===== src/rtl/assert_macros.svh =====
// Assertion macros shared by the RTL of the packet ring buffer.
// Expects signals named clk and rst_n in the module that uses them.
`ifndef ASSERT_MACROS_SVH
`define ASSERT_MACROS_SVH

// Condition must hold at every clock edge outside reset.
`define PRB_ASSERT(lbl, cond, msg) \
  lbl: assert property (@(posedge clk) disable iff (!rst_n) (cond)) else $error(msg);

// When trig holds, cond must hold in the next cycle.
`define PRB_ASSERT_NEXT(lbl, trig, cond, msg) \
  lbl: assert property (@(posedge clk) disable iff (!rst_n) (trig) |=> (cond)) else $error(msg);

`endif


===== src/rtl/prbdo_pkg.sv =====
// Package for the packet ring buffer: sizes, field widths, codes and types.
// No dependencies; used by every RTL file of the block but prbdo_ram.
package prbdo_pkg;

  localparam int CAPACITY    = 1024;
  localparam int MAX_PACKETS = 64;

  localparam int PTR_W  = $clog2(CAPACITY);
  localparam int QIDX_W = $clog2(MAX_PACKETS);
  localparam int CNT_W  = $clog2(MAX_PACKETS + 1);

  localparam int KIND_W    = 2;
  localparam int LEN_W     = 10;
  localparam int DATA_W    = 8;
  localparam int STATUS_W  = 3;
  localparam int USED_W    = 10;
  localparam int HELD_W    = 7;
  localparam int IN_TDATA_W  = 24;
  localparam int OUT_TDATA_W = 32;

  localparam int SUM_W  = $clog2(CAPACITY + (1 << LEN_W));
  localparam int QSUM_W = CNT_W + 1;

  localparam int CFG_AW    = 3;
  localparam int CFG_DW    = 32;
  localparam int REG_IDX_W = CFG_AW - 2;
  localparam logic [REG_IDX_W-1:0] REG_OVERWRITE_MODE = '0;

  localparam logic [KIND_W-1:0] KIND_PUSH_BEGIN = 2'd0;
  localparam logic [KIND_W-1:0] KIND_PUSH_BYTE  = 2'd1;
  localparam logic [KIND_W-1:0] KIND_POP_BYTE   = 2'd2;

  localparam logic [STATUS_W-1:0] STATUS_OK        = 3'd0;
  localparam logic [STATUS_W-1:0] STATUS_OVERWRITE = 3'd1;
  localparam logic [STATUS_W-1:0] STATUS_REJECT    = 3'd2;
  localparam logic [STATUS_W-1:0] STATUS_EMPTY     = 3'd3;
  localparam logic [STATUS_W-1:0] STATUS_IGNORED   = 3'd4;

  typedef enum logic [2:0] {
    ST_IDLE,
    ST_DECIDE,
    ST_DROP,
    ST_STORE,
    ST_BYTE,
    ST_POP,
    ST_REPLY
  } state_t;

  // Conditions the sequencer branches on.
  typedef struct packed {
    logic              in_fire;
    logic [KIND_W-1:0] kind;
    logic              begin_zero;
    logic              begin_reject;
    logic              need_drop;
    logic              byte_pending;
    logic              pop_empty;
    logic              out_free;
  } fsm_in_t;

  // Strobes from the sequencer to the datapath.
  typedef struct packed {
    logic in_ready;
    logic rd_en;
    logic drop;
    logic store;
    logic byte_wr;
    logic pop;
    logic reply;
  } ctl_t;

endpackage


===== src/rtl/prbdo_ring_add.sv =====
// Shared ring-pointer adder: (a + b) mod CAPACITY for a, b below CAPACITY.
// Depends on prbdo_pkg.
module prbdo_ring_add (
  input  logic [prbdo_pkg::PTR_W-1:0] a,
  input  logic [prbdo_pkg::PTR_W-1:0] b,
  output logic [prbdo_pkg::PTR_W-1:0] sum
);

  logic [prbdo_pkg::PTR_W:0] raw;

  always_comb begin
    raw = {1'b0, a} + {1'b0, b};
    if (raw >= (prbdo_pkg::PTR_W + 1)'(prbdo_pkg::CAPACITY)) begin
      sum = prbdo_pkg::PTR_W'(raw - (prbdo_pkg::PTR_W + 1)'(prbdo_pkg::CAPACITY));
    end else begin
      sum = prbdo_pkg::PTR_W'(raw);
    end
  end

endmodule


===== config.mk =====
export PLATFORM = sky130hd
export DESIGN_NAME = prbdo_ring_add
export DESIGN_NICKNAME = d
export VERILOG_FILES = /design/src/rtl/assert_macros.svh /design/src/rtl/prbdo_pkg.sv /design/src/rtl/prbdo_ring_add.sv
export SDC_FILE = /design/constraint.sdc
export NUM_CORES = 1
export LEC_CHECK = 0
export BUFFER_PORTS_ARGS = -buffer_cell sky130_fd_sc_hd__buf_2
export CORE_AREA = 2 2 39 41
export DETAILED_ROUTE_END_ITERATION = 16
export DIE_AREA = 0 0 41 43
export GPL_ROUTABILITY_DRIVEN = 0
export PLACE_DENSITY = 0.72
export SYNTH_ARGS = -nofsm -noshare
export SYNTH_HDL_FRONTEND = slang
export SYNTH_SLANG_ARGS = --single-unit

===== constraint.sdc =====
create_clock -name vclk -period 1.98
set_clock_uncertainty 0.2 [all_clocks]
set_input_delay 0.099 -clock vclk [all_inputs]
set_output_delay 0.099 -clock vclk [all_outputs]
set_load 0.005 [all_outputs]

==> qor.txt, run 1 <==
initial antenna violation count -> 0
post-route ant nets -> 0
Pre-antenna DRT Iters -> 1
die width -> 41 um
Setup CP Type -> input port to primary output
Yosys cell types -> 17
Total Routed Length -> 842 um
Critical Path Most Common Cell -> buf_2
Tmin final -> 1820 ps
CP Cell Sequence -> buf_2, ha_1, inv_1, fa_1, nand2b_1, a21oi_1, a221oi_2, xnor2_1, buf_2
routed len/inst -> 8.59 um
grt ovf -> 0
Max Slew Vio Count -> 0
fmax -> 0.550 GHz
GRT Util Overall -> 10.4%
hpwl dp -> 770 um
DIE HEIGHT -> 43 um
WP data required -> 1680 ps
pre-CTS setup slack -> 155 ps
CP endpoint kind -> primary output
Post-Syn Area -> 385 um2
Syn Area/Cell -> 7.56 um2
RSZ-0062 raised after global routing -> no
routed vias/inst -> 4.60
Initial Util -> 27.8%
drt drc -> 0
syn nets -> 81
P&R area growth vs syn -> 46.1%
PD cells -> 330 nW/um2
Reg area -> 0 um2
DR iter-0 viols -> 0
Post-CTS Resized -> 0
placement row count -> 14
hold_sp -> b[0]
first-pass GRT wire length -> 1400 um
Synth area leaders -> ha_1, xnor2_1, nand3_1
worst rel slew slack -> 81.1%
maximum fanout along the worst path -> 2
crit-path max cell delay -> 380 ps
most instantiated cells after synthesis -> ha_1, xnor2_1, inv_1, nand3_1
clkbuf count -> 0
Final Cycle Share -> 91.9%
Seq cells -> 0
die area -> 1760 um2
Hold Path Depth -> 3
fraction of layout cells with a size suffix above 1 -> 39.0%
Crit path buffers/inverters -> 3
Fill cells -> 148
top cell family by delay on the critical path -> adder cells
YS warnings -> 0
status -> finished clean
Leak -> 0.309 nW
Nets -> 114
Worst setup SP type -> input port
DR vias -> 451
diodes inserted -> 0
Core Region -> 1380 um2
cell taking the most area after synthesis -> ha_1
crit path DAT -> 1520 ps
endpoints failing setup -> 0
Fin Setup TNS -> 0 ps
most common cell in the netlist -> ha_1
final hold violation count -> 0
I/O Buffers -> 30
sequential area share after synthesis -> 0%
Post-Syn Instances -> 51
vias in the first global route -> 395
Worst Hold Path EP -> sum[0]
top-area cell type share of the netlist area -> 29.2%
worst min path class -> input port to primary output
CTS hold repair buffers -> 0
Worst-Margin Slew -> 283 ps
Ports -> 30
Final Worst Setup Slack -> 161 ps
largest net degree at the start of global routing -> 7
post-CTS setup buffer count -> 0
Worst VDD drop -> 133 uV
max_cap viols -> 0
CP max-delay cell -> fa_1
==> stage by stage <==
stage	area, um2	cells	total power [mW]	hold WS, ps	utilization (%)
floorplan	385	51	0.114	107	-
global route	563	98	0.211	288	40.7
finish	563	98	0.186	276	40.7
CTS	563	98	0.189	278	40.7
global placement	563	98	0.185	272	40.7
detailed placement	563	98	0.187	276	40.7
==> report_power, final <==
part / switching [mW] / leakage (nW) / total [mW] / internal (mW)
Clock: 0 / 0 / 0 / 0
Sequential: 0 / 0 / 0 / 0
Combinational: 0.0860 / 0.309 / 0.186 / 0.0997
==> worst max path at each step <==
stage	endpoint	from	cells after the start
floorplan	sum[8]	a[0]	7
global route	sum[6]	a[0]	9
detailed placement	sum[8]	a[0]	9
finish	sum[8]	a[0]	9
global placement	sum[8]	a[0]	9
CTS	sum[8]	a[0]	9
==> kinds of logic (layout without fill, tap and decap cells) <==
kind of cell,Yosys count,in the layout,synth area share (%)
adders and majority gates,10,10,34.4
xor gates and xnor gates,9,9,20.5
AOI/OAI and AO/OA,13,13,23.7
buffers and inverters,6,37,5.84
and+or+nand+nor,13,13,15.6
==> final cells by class <==
class	instances	area, um2	area share [%]
multi-input combinational	45	363	64.4
timing repair buffer	31	158	28.0
inverter	6	22.5	4.00
tap	16	20.0	3.56
==> layer usage <==
layer,vias to the layer above,routed length [um],track usage (%)
met4,0,0,0
met3,0,45,0
li1,244,-,-
met1,193,349,13.3
met5,-,0,0
met2,14,448,19.4
==> placed cells by master, fill, tap and decap left out, drive strengths merged, types with 4 or more instances in the layout <==
cell type and count:
buf 31, ha 9, xnor2 7, inv 6, nand3 5, a21oi 4, nor2 4
No activity file was read; power rests on OpenSTA's default activity.
==> inputs of run 2 (changes only) <==
Settings changed: PLACE_DENSITY 0.72 to 0.58.
==> run 2 against run 1 <==
Wire length increased by 13%; non-clock buffer count unchanged; combinational power hardly changed.
==> qor.txt, run 2 (synthesized netlist as in run 1, its figures left out) <==
CP endpoint kind -> primary output (unchanged)
P&R area growth vs syn -> 46.1% (unchanged)
clkbuf count -> 0 (unchanged)
DR vias -> 479 (was 451)
DR iter-0 viols -> 3 (was 0)
diodes inserted -> 0 (unchanged)
Setup CP Type -> input port to primary output (unchanged)
fmax -> 0.550 GHz (about the same)
Pre-antenna DRT Iters -> 2 (was 1)
vias in the first global route -> 445 (was 395)
first-pass GRT wire length -> 1650 um (was 1400 um)
grt peak-use layer -> met2 (unchanged)
most frequent cells in the layout -> buf_2, ha_1, xnor2_1, inv_1, nand3_1 (unchanged)
Fill cells -> 167 (was 148)
hold_sp -> b[0] (unchanged)
worst rel slew slack -> 79.5% (was 81.1%)
Worst setup SP type -> input port (unchanged)
CP Cell Sequence -> buf_2, ha_1, inv_1, fa_1, nand2b_1, a21oi_1, a221oi_2, xnor2_1, buf_2 (unchanged)
Final Cycle Share -> 91.7% (was 91.9%)
max_cap viols -> 0 (unchanged)
WP data required -> 1680 ps (about the same)
Initial Util -> 27.8% (unchanged)
met1 GRT Util -> 12.7% (was 13.3%)
die area -> 1760 um2 (unchanged)
Seq cells -> 0 (unchanged)
grt met3 use -> 0% (unchanged)
Worst-Margin Slew -> 306 ps (was 283 ps)
PD cells -> 333 nW/um2 (was 330 nW/um2)
I/O Buffers -> 30 (unchanged)
Nets -> 114 (unchanged)
Area after DPL -> 563 um2 (unchanged)
Critical Path Most Common Cell -> buf_2 (unchanged)
placed insts -> 98 (unchanged)
Tot Pwr -> 188 uW (was 186 uW)
DIE HEIGHT -> 43 um (unchanged)
Worst VDD drop -> 94.4 uV (was 133 uV)
area taken by multi-input logic gates -> 363 um2 (unchanged)
hpwl dp -> 877 um (was 770 um)
routed len/inst -> 9.70 um (was 8.59 um)
placement row count -> 14 (unchanged)
most common cell after layout, fill and taps aside -> buf_2 (unchanged)
endpoints failing setup -> 0 (unchanged)
Core Region -> 1380 um2 (unchanged)
Fin Setup TNS -> 0 ps (unchanged)
fraction of layout cells with a size suffix above 1 -> 39.0% (unchanged)
RSZ-0062 raised after global routing -> no (unchanged)
initial antenna violation count -> 0 (unchanged)
met2 usage -> 27.2% (was 19.4%)
drt drc -> 0 (unchanged)
Critical path origin -> a[0] (unchanged)
maximum fanout along the worst path -> 2 (unchanged)
CP max-delay cell -> fa_1 (unchanged)
post-CTS setup buffer count -> 0 (unchanged)
fin cells -> 98 (unchanged)
die width -> 41 um (unchanged)
Post-CTS Resized -> 0 (unchanged)
final hold violation count -> 0 (unchanged)
Leak -> 0.309 nW (unchanged)
CTS hold repair buffers -> 0 (unchanged)
Ports -> 30 (unchanged)
largest net degree at the start of global routing -> 7 (unchanged)
crit path DAT -> 1520 ps (about the same)
GRT Util Overall -> 12.7% (was 10.4%)
worst min path class -> input port to primary output (unchanged)
Tmin final -> 1820 ps (about the same)
status -> finished clean (unchanged)
crit-path max cell delay -> 390 ps (was 380 ps)
Reg area -> 0 um2 (unchanged)
Max Slew Vio Count -> 0 (unchanged)
post-route ant nets -> 0 (unchanged)
final core occ -> 40.7% (unchanged)
Finished Cell Area -> 563 um2 (unchanged)
grt ovf -> 0 (unchanged)
Total Routed Length -> 951 um (was 842 um)
routed vias/inst -> 4.89 (was 4.60)
==> run 2: cell counts in the layout (fill, tap and decap cells not counted) <==
No cell type changed its count.
==> run 2: where the power goes <==
group          leakage (nW)  internal [mW]  switching (mW)
registers                 0              0               0
logic                 0.309          0.100          0.0873
clock network             0              0               0
total                 0.309          0.100          0.0873
==> run 2: area by class of cell <==
type	count	area share, %
well taps	16	3.56
inverters	6	4.00
repair buffers	31	28.0
multi-input cells	45	64.4
==> run 2: per-layer routing <==
metal  vias to the layer above  wire length, um
met2                        20              504
met5                         -                0
li1                        244                -
met4                         0                0
met1                       215              362
met3                         0               84
==> run 2: worst paths after layout <==
check,cells past startpoint,to
worst max-delay path,9,sum[8]
worst min-delay path,3,sum[0]
==> run 2: critical path, delay by kind of cell <==
family	cells	cell delay (ps)
fa+ha+maj	2	540
buf+inv	3	260
xor+xnor	1	130
compound gates	2	300
simple gates	1	180
==> run 2: metrics by stage <==
step / hold slack (ps) / worst slack, ps
floorplan: 107 / 426
global placement: 271 / 202
detailed placement: 281 / 145
CTS: 284 / 140
global route: 293 / 18.8
finish: 280 / 163
