### src/rtl/assert_macros.svh
// Assertion macros shared by the RTL of the packet ring buffer.
// Expects signals named clk and rst_n in the module that uses them.
`ifndef ASSERT_MACROS_SVH
`define ASSERT_MACROS_SVH

// Condition must hold at every clock edge outside reset.
`define PRB_ASSERT(lbl, cond, msg) \
  lbl: assert property (@(posedge clk) disable iff (!rst_n) (cond)) else $error(msg);

// When trig holds, cond must hold in the next cycle.
`define PRB_ASSERT_NEXT(lbl, trig, cond, msg) \
  lbl: assert property (@(posedge clk) disable iff (!rst_n) (trig) |=> (cond)) else $error(msg);

`endif

### src/rtl/prbdo_pkg.sv
// Package for the packet ring buffer: sizes, field widths, codes and types.
// No dependencies; used by every RTL file of the block but prbdo_ram.
package prbdo_pkg;

  localparam int CAPACITY    = 1024;
  localparam int MAX_PACKETS = 64;

  localparam int PTR_W  = $clog2(CAPACITY);
  localparam int QIDX_W = $clog2(MAX_PACKETS);
  localparam int CNT_W  = $clog2(MAX_PACKETS + 1);

  localparam int KIND_W    = 2;
  localparam int LEN_W     = 10;
  localparam int DATA_W    = 8;
  localparam int STATUS_W  = 3;
  localparam int USED_W    = 10;
  localparam int HELD_W    = 7;
  localparam int IN_TDATA_W  = 24;
  localparam int OUT_TDATA_W = 32;

  localparam int SUM_W  = $clog2(CAPACITY + (1 << LEN_W));
  localparam int QSUM_W = CNT_W + 1;

  localparam int CFG_AW    = 3;
  localparam int CFG_DW    = 32;
  localparam int REG_IDX_W = CFG_AW - 2;
  localparam logic [REG_IDX_W-1:0] REG_OVERWRITE_MODE = '0;

  localparam logic [KIND_W-1:0] KIND_PUSH_BEGIN = 2'd0;
  localparam logic [KIND_W-1:0] KIND_PUSH_BYTE  = 2'd1;
  localparam logic [KIND_W-1:0] KIND_POP_BYTE   = 2'd2;

  localparam logic [STATUS_W-1:0] STATUS_OK        = 3'd0;
  localparam logic [STATUS_W-1:0] STATUS_OVERWRITE = 3'd1;
  localparam logic [STATUS_W-1:0] STATUS_REJECT    = 3'd2;
  localparam logic [STATUS_W-1:0] STATUS_EMPTY     = 3'd3;
  localparam logic [STATUS_W-1:0] STATUS_IGNORED   = 3'd4;

  typedef enum logic [2:0] {
    ST_IDLE,
    ST_DECIDE,
    ST_DROP,
    ST_STORE,
    ST_BYTE,
    ST_POP,
    ST_REPLY
  } state_t;

  // Conditions the sequencer branches on.
  typedef struct packed {
    logic              in_fire;
    logic [KIND_W-1:0] kind;
    logic              begin_zero;
    logic              begin_reject;
    logic              need_drop;
    logic              byte_pending;
    logic              pop_empty;
    logic              out_free;
  } fsm_in_t;

  // Strobes from the sequencer to the datapath.
  typedef struct packed {
    logic in_ready;
    logic rd_en;
    logic drop;
    logic store;
    logic byte_wr;
    logic pop;
    logic reply;
  } ctl_t;

endpackage

### src/rtl/prbdo_fsm.sv
// Sequencer of the packet ring buffer: one item at a time, eviction loop.
// Depends on prbdo_pkg.
module prbdo_fsm (
  input  logic               clk,
  input  logic               rst_n,
  input  prbdo_pkg::fsm_in_t cond,
  output prbdo_pkg::ctl_t    ctl
);

  prbdo_pkg::state_t state_r, state_nxt;

  always_ff @(posedge clk) begin
    if (!rst_n) begin
      state_r <= prbdo_pkg::ST_IDLE;
    end else begin
      state_r <= state_nxt;
    end
  end

  always_comb begin
    state_nxt = state_r;
    unique case (state_r)
      prbdo_pkg::ST_IDLE: begin
        if (cond.in_fire) state_nxt = prbdo_pkg::ST_DECIDE;
      end
      prbdo_pkg::ST_DECIDE: begin
        unique case (cond.kind)
          prbdo_pkg::KIND_PUSH_BEGIN: begin
            priority if (cond.begin_zero || cond.begin_reject) state_nxt = prbdo_pkg::ST_REPLY;
            else if (cond.need_drop) state_nxt = prbdo_pkg::ST_DROP;
            else state_nxt = prbdo_pkg::ST_STORE;
          end
          prbdo_pkg::KIND_PUSH_BYTE: begin
            state_nxt = cond.byte_pending ? prbdo_pkg::ST_BYTE : prbdo_pkg::ST_REPLY;
          end
          prbdo_pkg::KIND_POP_BYTE: begin
            state_nxt = cond.pop_empty ? prbdo_pkg::ST_REPLY : prbdo_pkg::ST_POP;
          end
          default: state_nxt = prbdo_pkg::ST_REPLY;
        endcase
      end
      prbdo_pkg::ST_DROP: state_nxt = prbdo_pkg::ST_DECIDE;
      prbdo_pkg::ST_STORE, prbdo_pkg::ST_BYTE, prbdo_pkg::ST_POP,
      prbdo_pkg::ST_REPLY: begin
        if (cond.out_free) state_nxt = prbdo_pkg::ST_IDLE;
      end
      default: state_nxt = prbdo_pkg::ST_IDLE;
    endcase
  end

  always_comb begin
    ctl = '0;
    unique case (state_r)
      prbdo_pkg::ST_IDLE:   ctl.in_ready = 1'b1;
      prbdo_pkg::ST_DECIDE: ctl.rd_en    = 1'b1;
      prbdo_pkg::ST_DROP:   ctl.drop     = 1'b1;
      prbdo_pkg::ST_STORE:  ctl.store    = cond.out_free;
      prbdo_pkg::ST_BYTE:   ctl.byte_wr  = cond.out_free;
      prbdo_pkg::ST_POP:    ctl.pop      = cond.out_free;
      prbdo_pkg::ST_REPLY:  ctl.reply    = cond.out_free;
      default:              ctl = '0;
    endcase
  end

endmodule

### config.mk
export PLATFORM = sky130hd
export DESIGN_NAME = prbdo_fsm
export DESIGN_NICKNAME = d
export VERILOG_FILES = /design/src/rtl/assert_macros.svh /design/src/rtl/prbdo_pkg.sv /design/src/rtl/prbdo_fsm.sv
export SDC_FILE = /design/constraint.sdc
export NUM_CORES = 1
export LEC_CHECK = 0
export BUFFER_PORTS_ARGS = -buffer_cell sky130_fd_sc_hd__buf_2
export CAP_MARGIN = 20
export CORE_AREA = 3 3 40 42
export DETAILED_ROUTE_END_ITERATION = 6
export DIE_AREA = 0 0 43 45
export MAX_ROUTING_LAYER = met4
export PLACE_DENSITY = 0.64
export SLEW_MARGIN = 20
export SYNTH_ARGS = -nofsm -noshare
export SYNTH_HDL_FRONTEND = slang
export SYNTH_SLANG_ARGS = --single-unit
export TNS_END_PERCENT = 5
### constraint.sdc
create_clock -name clk -period 3.33 [get_ports clk]
set_input_delay 0.1665 -clock clk [delete_from_list [all_inputs] [get_ports clk]]
set_output_delay 0.1665 -clock clk [all_outputs]
set_load 0.01 [all_outputs]
==> results of run 1 <==
logic make-up after synthesis:
kind of cell | synth area share (%)
AND/OR/NAND/NOR | 33.9
AO/OA/AOI/OAI | 26.9
flip-flops | 17.0
buffers and inverters | 5.65
adder cells (fa/ha/maj) | 14.1
XOR/XNOR | 2.47
power groups by stage:
stage               sequential (mW)  clock (mW)  combinational [mW]
global route                 0.0742      0.0730              0.0968
floorplan                    0.0502           0              0.0811
finish                       0.0709      0.0653              0.0873
global placement             0.0707           0              0.0882
detailed placement           0.0708           0              0.0878
CTS                          0.0701      0.0676              0.0885
metrics by stage:
| step | power, mW | area [µm²] |
|---|---|---|
| 4_1_cts | 0.226 | 472 |
| 5_1_grt | 0.244 | 472 |
| 3_3_place_gp | 0.159 | 445 |
| 6_report | 0.224 | 472 |
| 2_1_floorplan | 0.131 | 354 |
| 3_5_place_dp | 0.159 | 445 |
path summary, 6_finish.rpt:
| check | startpoint | to | cells past startpoint |
|---|---|---|---|
| hold / removal | rst_n | state_r[2] | 2 |
| hold reg to reg | state_r[1] | state_r[1] | 2 |
| setup / recovery | state_r[0] | ctl[5] | 2 |
| setup reg to reg | state_r[0] | state_r[0] | 3 |
metal layers:
layer	GRT usage [%]	wire (µm)	up-vias
met5	-	0	-
met4	9.04	19	0
met3	4.38	49	2
met2	13.2	383	12
met1	11.3	352	164
li1	-	-	205
area by class of cell:
cell class                 instances  area (µm²)
clock buffer                       4        26.3
fill                             134         813
inverter                           2        7.51
multi-input combinational         39         274
sequential                         3        60.1
tap                               15        18.8
timing repair buffer              17        85.1
cell usage in the layout, fill, tap and decap left out, drive strengths merged, types with 2 or more instances in the layout:
| cell | n |
|---|---|
| nand2 | 2 |
| o21ai | 2 |
| a21o | 2 |
| o21a | 2 |
| dfxtp | 3 |
| ha | 4 |
| a311oi | 2 |
| buf | 17 |
| inv | 2 |
| nor2 | 5 |
| nor3b | 3 |
| nand2b | 4 |
| or3 | 2 |
| clkbuf | 4 |
| nor3 | 2 |
worst reg2reg max path: stages, from the launching register on:
cell,delay (ns)
dfxtp_1,0.61
o21a_1,0.19
a311oi_1,0.05
o311a_1,0.35
==> results.json, run 1 <==
{
  "grt_use_total_pct": 10.0,
  "overflow": 0,
  "avgRoutedWirePerCell_um": 10.1,
  "gp_congestion": 0.716,
  "r2r_setup_slack_ns": 2.02,
  "cts_root_buf": "clkbuf_4",
  "synth_largest_area_cell": "dfxtp_1",
  "ys.warnings.count": 0,
  "antenna_found_initial": 0,
  "cp_max_fo": 16,
  "cp_cell_sequence": "nor3b_1, buf_2",
  "wl_um": 804,
  "startpoint_type": "flop",
  "pwr_density_cell_nw_per_um2": 474,
  "synth_top_area_share_pct": 17.0,
  "clk_pin_slew_ns": 0.04,
  "holdBufCountCts": 0,
  "crit_slowest_cell": "dfxtp_1",
  "first_iter_violations": 8,
  "p_comb_share_pct": 39.1,
  "power_frac_seq_pct": 31.7,
  "ys_types": 25,
  "syn_nets": 62,
  "ant_nets": 0,
  "place_ws_ns": 1.81,
  "critPathKind": "flop to output pin",
  "hp-class": "input port to flop",
  "grt_setup_unrepaired": "false",
  "nNetsFinal": 81,
  "regMostFlops": "state_r",
  "final_core_util_pct": 36.7,
  "power.share.clock_pct": 29.2,
  "dr_total_vias": 383,
  "finalCritPeriodShare_pct": 43.8,
  "synth.area.top_cells": "dfxtp_1 17%, ha_1 14%, nand2b_1 7.1%",
  "layoutNonFillerInstCount": 80,
  "cts_sinks": 3,
  "swShare_pct": 38.6,
  "ys_async_sr_fraction_pct": 0,
  "timing.fmax_ghz": 0.685,
  "reg_top3": "state_r (3)",
  "fin_setup_tns_ns": 0,
  "synth_edf_count": 0,
  "port-buffer-count": 17,
  "hpwl_um": 638,
  "core_area_um2": 1280,
  "path_buf_inv": 1,
  "htree_levels": 1,
  "grt_max_degree": 17,
  "die_w_um": 43,
  "via_per_inst": 4.79,
  "drc": 0,
  "syn_inst": 47,
  "drv_cap": 0,
  "clk_path_buf_depth": 2,
  "cp.arrival_ns": 1.29,
  "layout-drive-gt1-share_pct": 30.8,
  "placed_cells": 76,
  "first_pass_iters": 2,
  "rows": 13,
  "cts_tree": "done",
  "intPower_uw": 137,
  "die_y_um": 45,
  "switchingPower_uw": 86.4,
  "vdd_ir_drop_max_v": 0.000141,
  "cp.required_ns": 3.16,
  "io-pin-count": 18,
  "synth_area_per_cell_um2": 7.53,
  "cts_setup_buffers": 0,
  "critPathCaptureType": "output pin",
  "finClkSkew_ns": 0.00124,
  "grt_pass1_vias": 331,
  "drv_slew": 0,
  "n_antenna_cell": 0,
  "largest_register_ffs": 3,
  "synthFlopType": "dfxtp_1",
  "ys_top_cells_by_count": "5 x nor2_1, 4 x ha_1, 4 x nand2b_1",
  "ys_ff_latch": 3,
  "fin_ws_ns": 1.87,
  "post-synth-top-count-cell": "nor2_1",
  "yosysSeqAreaShare_pct": 17.0,
  "hold_viol": 0,
  "grt_pass1_wl_um": 1350,
  "start_util_pct": 27.6,
  "whs_ns": 0.180,
  "critPathMaxStageDelay_ns": 0.61,
  "max-slew-margin-rel_pct": 68.0,
  "tightest_slew_ns": 0.479,
  "post_cts_resized": 0,
  "final-setup-viol-count": 0,
  "status": "finished clean",
  "path_delay_family": "flip-flops",
  "numCtsBuffers": 3,
  "fin_crit_ns": 1.46,
  "dieArea_um2": 1940,
  "synth_area_um2": 354,
  "leakagePower_nw": 0.240,
  "syn2layout_area_growth_pct": 33.2,
  "insertion_delay_ns": 0.24
}
Note: power is estimated with default switching activity, not from simulation.
==> inputs of run 2 (changes only) <==
- ABC_AREA: not set -> 1
- PLACE_DENSITY: 0.64 -> 0.62
- clock period: 3.33 -> 1.4 ns (I/O delays scaled with it)
==> run 2 against run 1 <==
  * First-iteration DRC count increased by 38%
  * Clock skew increased by 0.0010 ns
  * Via count increased by 5.5%
  * Final area decreased by 0.80%
  * Critical endpoint is now ctl[0]
==> results.json, run 2 <==
{
  "first_iter_violations": 11,
  "synth_top_area_share_pct": 17.8,
  "synth.area.top_cells": "dfxtp_1 18%, nand2_1 17%, ha_1 15%",
  "via_per_inst": 4.21,
  "p_comb_share_pct": 54.0,
  "p_total_uw": 697,
  "synth_area_per_cell_um2": 5.63,
  "drv_cap": 0,
  "startpoint_type": "flop",
  "fillerInstances": 145,
  "ant_nets": 0,
  "hp-class": "input port to flop",
  "drc": 0,
  "synth_area_um2": 338,
  "syn2layout_area_growth_pct": 38.5,
  "worstHoldPathCells": 3,
  "cts_root_buf": "clkbuf_4",
  "final-setup-viol-count": 0,
  "final_core_util_pct": 36.4,
  "critPathCaptureType": "output pin",
  "swShare_pct": 46.7,
  "reg2regPathDepth": 7,
  "layoutNonFillerInstCount": 96,
  "die_y_um": 45,
  "overflow": 0,
  "ys_top_cells_by_count": "15 x nand2_1, 11 x inv_1, 11 x nor2_1",
  "rows": 13,
  "grt_use_total_pct": 10.4,
  "power.share.clock_pct": 21.4,
  "reg_top3": "state_r (3)",
  "status": "finished clean",
  "final_common_cell": "buf_2",
  "power_frac_seq_pct": 24.6,
  "syn_nets": 75,
  "regArea_um2": 60.1,
  "insertion_delay_ns": 0.23,
  "max-slew-margin-rel_pct": 84.1,
  "start_util_pct": 26.3,
  "switchingPower_uw": 326,
  "core_area_um2": 1280,
  "die_w_um": 43,
  "pwr_density_cell_nw_per_um2": 1490,
  "layout-drive-gt1-share_pct": 28.4,
  "io-pin-count": 18,
  "wl_um": 860,
  "yosysSeqAreaShare_pct": 17.8,
  "hpwl_um": 740,
  "ys_async_sr_fraction_pct": 0,
  "nNetsFinal": 97,
  "first_pass_iters": 4,
  "largest_register_ffs": 3,
  "ys_ff_latch": 3,
  "critPathKind": "flop to output pin",
  "cts_setup_buffers": 0,
  "htree_levels": 1,
  "vdd_ir_drop_max_v": 0.000734,
  "intPower_uw": 371,
  "finalCritPeriodShare_pct": 84.9,
  "n_antenna_cell": 0,
  "ys_types": 12,
  "fin_setup_tns_ns": 0,
  "mostFrequentLayoutCells": "17 x buf_2, 15 x nand2_1, 11 x inv_1, 11 x nor2_1, 5 x nand3_1",
  "placed_cells": 92,
  "dieArea_um2": 1940,
  "cp_max_fo": 7,
  "tightest_slew_ns": 0.238,
  "numCtsBuffers": 3,
  "holdBufCountCts": 0,
  "synth_largest_area_cell": "dfxtp_1",
  "place_ws_ns": 0.341,
  "post_cts_resized": 0,
  "avgRoutedWirePerCell_um": 8.96,
  "fin_ws_ns": 0.212,
  "synth_edf_count": 0,
  "grt_pass1_vias": 349,
  "antenna_found_initial": 0,
  "multi_input_area_um2": 236,
  "drv_slew": 0,
  "cts_tree": "done",
  "cp.arrival_ns": 1.12,
  "syn_inst": 60,
  "synthFlopType": "dfxtp_1",
  "grt_max_degree": 8,
  "timing.fmax_ghz": 0.841,
  "hold_viol": 0,
  "regMostFlops": "state_r",
  "gp_congestion": 0.767,
  "grt_setup_unrepaired": "false",
  "grt_pass1_wl_um": 1430,
  "clk_path_buf_depth": 2,
  "port-buffer-count": 17,
  "cts_sinks": 3,
  "ys.warnings.count": 0,
  "cp.required_ns": 1.33,
  "clk_pin_slew_ns": 0.04,
  "fin_crit_ns": 1.19,
  "post-synth-top-count-cell": "nand2_1",
  "finClkSkew_ns": 0.00225,
  "leakagePower_nw": 0.282,
  "dr_total_vias": 404
}
-- run 2: kinds of logic after synthesis --
family / share of synthesized area, %
and+or+nand+nor: 48.5
buffers and inverters: 12.2
AOI/OAI and AO/OA: 6.67
adders and majority gates: 14.8
DFF: 17.8
-- run 2: metrics by stage --
step	hold slack [ns]	cell area [µm²]
6_report	0.0861	468
3_3_place_gp	0.322	442
2_1_floorplan	0.190	338
3_5_place_dp	0.322	442
4_1_cts	0.0740	468
5_1_grt	0.0826	468
-- run 2: area by class of cell --
| cell class | instances | area share [%] |
|---|---|---|
| clock buffers | 4 | 5.61 |
| flip-flops and latches | 3 | 12.8 |
| repair buffers | 17 | 18.2 |
| well taps | 15 | 4.01 |
| inverters | 11 | 8.82 |
| multi-input cells | 46 | 50.5 |
-- run 2: power by group through the flow --
stage          combinational [mW]  sequential [mW]  clock [mW]
3_5_place_dp                0.375            0.172           0
6_report                    0.376            0.171       0.149
2_1_floorplan               0.266            0.159           0
5_1_grt                     0.434            0.179       0.169
3_3_place_gp                0.375            0.169           0
4_1_cts                     0.376            0.171       0.159
-- run 2: routing by layer --
metal / vias up / GRT usage [%] / share of wire (%)
met5: - / - / 0
met1: 171 / 11.5 / 46
met2: 8 / 16.5 / 47
li1: 225 / - / -
met4: 0 / 3.61 / 0
met3: 0 / 4.78 / 6.2
-- run 2: final timing paths --
| path | slack, ns | endpoint | from |
|---|---|---|---|
| hold reg to reg | 0.56 | state_r[2] | state_r[2] |
| hold / removal | 0.09 | state_r[2] | rst_n |
| setup reg to reg | 0.31 | state_r[0] | state_r[1] |
| setup / recovery | 0.21 | ctl[0] | state_r[1] |
-- run 2: worst max-delay path, cell delays in order, from the launching register on --
cell and delay, ns:
dfxtp_1 0.44, inv_1 0.13, nor3_1 0.17, buf_2 0.15
==> inputs of run 3 (changes only) <==
- clock period: 1.4 -> 1.1 ns (I/O delays scaled with it)
==> run 3 against run 2 <==
  * Die area stayed put
  * Via count up 2.0%
  * Register-to-register slack got worse by 0.21 ns
  * Non-clock buffer count stayed put
  * Sequential cell count unchanged
  * Final area rose by 10%
  * Critical endpoint is now ctl[1]
  * Hold slack worse by 0.026 ns
  * Final cell count did not move
  * Critical path depth unchanged
  * First-iteration DRC count is 9.1% lower
  * Combinational power up 44%
  * Largest power group unchanged
==> results.json, run 3 (synthesis gave the netlist of run 2 again) <==
{
  "final_core_util_pct": 40.2,
  "fin_crit_ns": 1.05,
  "hpwl_um": 731,
  "timing.rr.end": "state_r[2]",
  "core_area_um2": 1280,
  "via_per_inst": 4.29,
  "critPathCaptureType": "output pin",
  "final-setup-viol-count": 0,
  "reg2regPathDepth": 4,
  "grt_pass1_wl_um": 1590,
  "avgRoutedWirePerCell_um": 9.29,
  "hp-class": "input port to flop",
  "die_w_um": 43,
  "start_util_pct": 26.3,
  "wl_um": 892,
  "critPathMaxStageDelay_ns": 0.39,
  "drv_slew": 0,
  "largest_register_ffs": 3,
  "r2r_setup_slack_ns": 0.10,
  "final_common_cell": "buf_2",
  "status": "finished clean",
  "grt_max_degree": 8,
  "insertion_delay_ns": 0.23,
  "cp_cell_sequence": "inv_1, nor3_2, buf_2",
  "syn2layout_area_growth_pct": 53.0,
  "htree_levels": 1,
  "nNetsFinal": 97,
  "finClkSkew_ns": 0.000209,
  "reg_top3": "state_r (3)",
  "dieArea_um2": 1940,
  "leakagePower_nw": 0.289,
  "path_buf_inv": 2,
  "regMostFlops": "state_r",
  "drv_cap": 0,
  "cts_setup_buffers": 0,
  "cp.arrival_ns": 0.99,
  "path_delay_family": "flip-flops",
  "clk_path_buf_depth": 2,
  "timing.fmax_ghz": 0.955,
  "vdd_ir_drop_max_v": 0.000836,
  "place_ws_ns": 0.0491,
  "port-buffer-count": 17,
  "clk_pin_slew_ns": 0.04,
  "die_y_um": 45,
  "fin_ws_ns": 0.0524,
  "antenna_found_initial": 0,
  "grt_pass1_vias": 394,
  "placed_cells": 92,
  "hold_viol": 0,
  "ant_nets": 0,
  "startpoint_type": "flop",
  "cp.required_ns": 1.04,
  "io-pin-count": 18,
  "rows": 13,
  "cts_sinks": 3,
  "grt_use_total_pct": 11.4,
  "dr_total_vias": 412,
  "overflow": 0,
  "p_total_mw": 1.01,
  "grt_setup_unrepaired": "true",
  "gp_congestion": 0.768,
  "pwr_density_cell_nw_per_um2": 1960,
  "worst-path-stages": 3,
  "first_pass_iters": 5,
  "reg2reg_from": "state_r[0]",
  "final_area_um2": 517,
  "tightest_slew_ns": 0.160,
  "fillerInstances": 145,
  "finalCritPeriodShare_pct": 95.2,
  "cts_root_buf": "clkbuf_4",
  "mostFrequentLayoutCells": "17 x buf_2, 14 x nand2_1, 8 x inv_1, 8 x nor2_1",
  "cp_max_fo": 7,
  "critPathLaunch": "state_r[0]",
  "layoutNonFillerInstCount": 96,
  "cts_tree": "done",
  "first_iter_violations": 10,
  "critPathKind": "flop to output pin",
  "layout-drive-gt1-share_pct": 45.7,
  "drc": 0,
  "crit_slowest_cell": "dfxtp_4",
  "critPathCapture": "ctl[1]",
  "numCtsBuffers": 3,
  "regArea_um2": 71.3,
  "max-slew-margin-rel_pct": 89.2,
  "worstHoldPathCells": 3,
  "multi_input_area_um2": 272,
  "dpl_cell_area_um2": 442,
  "n_antenna_cell": 0
}
-- run 3: cell counts in the layout (fill, tap and decap cells not counted) --
No cell type changed its count.
-- run 3: cell type report --
class | instances | area share [%]
inverter | 11 | 8.47
tap | 15 | 3.63
clock buffer | 4 | 5.08
multi-input combinational | 46 | 52.5
sequential | 3 | 13.8
timing repair buffer | 17 | 16.5
-- run 3: metal layers --
metal | vias up | part of all wire, % | GRT usage [%]
met4 | 0 | 0 | 3.61
met3 | 0 | 6.7 | 4.78
li1 | 226 | - | -
met1 | 171 | 44 | 13.9
met2 | 15 | 49 | 17.1
met5 | - | 0 | -
-- run 3: how the worst min path moves through the flow --
stage / start / slack [ns] / endpoint
after CTS: rst_n / 0.05 / state_r[0]
after global routing: rst_n / 0.06 / state_r[2]
after floorplan: rst_n / 0.18 / state_r[0]
after global placement: rst_n / 0.31 / state_r[0]
after detailed placement: rst_n / 0.31 / state_r[0]
final: rst_n / 0.06 / state_r[0]
-- run 3: tightest hold or removal path, stage by stage --
cell	delay [ns]
buf_2	0.11
nand2_1	0.06
nor2_1	0.03
-- run 3: stage by stage --
step                hold WS (ns)  setup TNS (ns)
global placement           0.308               0
floorplan                  0.175               0
CTS                       0.0519               0
detailed placement         0.306               0
global route              0.0631         -0.0450
finish                    0.0602               0
-- run 3: where the power goes --
group          internal, mW  switching (mW)
logic                 0.220           0.320
registers             0.178           0.105
clock network         0.136          0.0547
-- run 3: what timing repair did --
action	CTS	global route
hold buffers	0	0
pin swaps	0	3
endpoints found under the setup margin	6	10
gates cloned	0	0
resized for setup	2	17
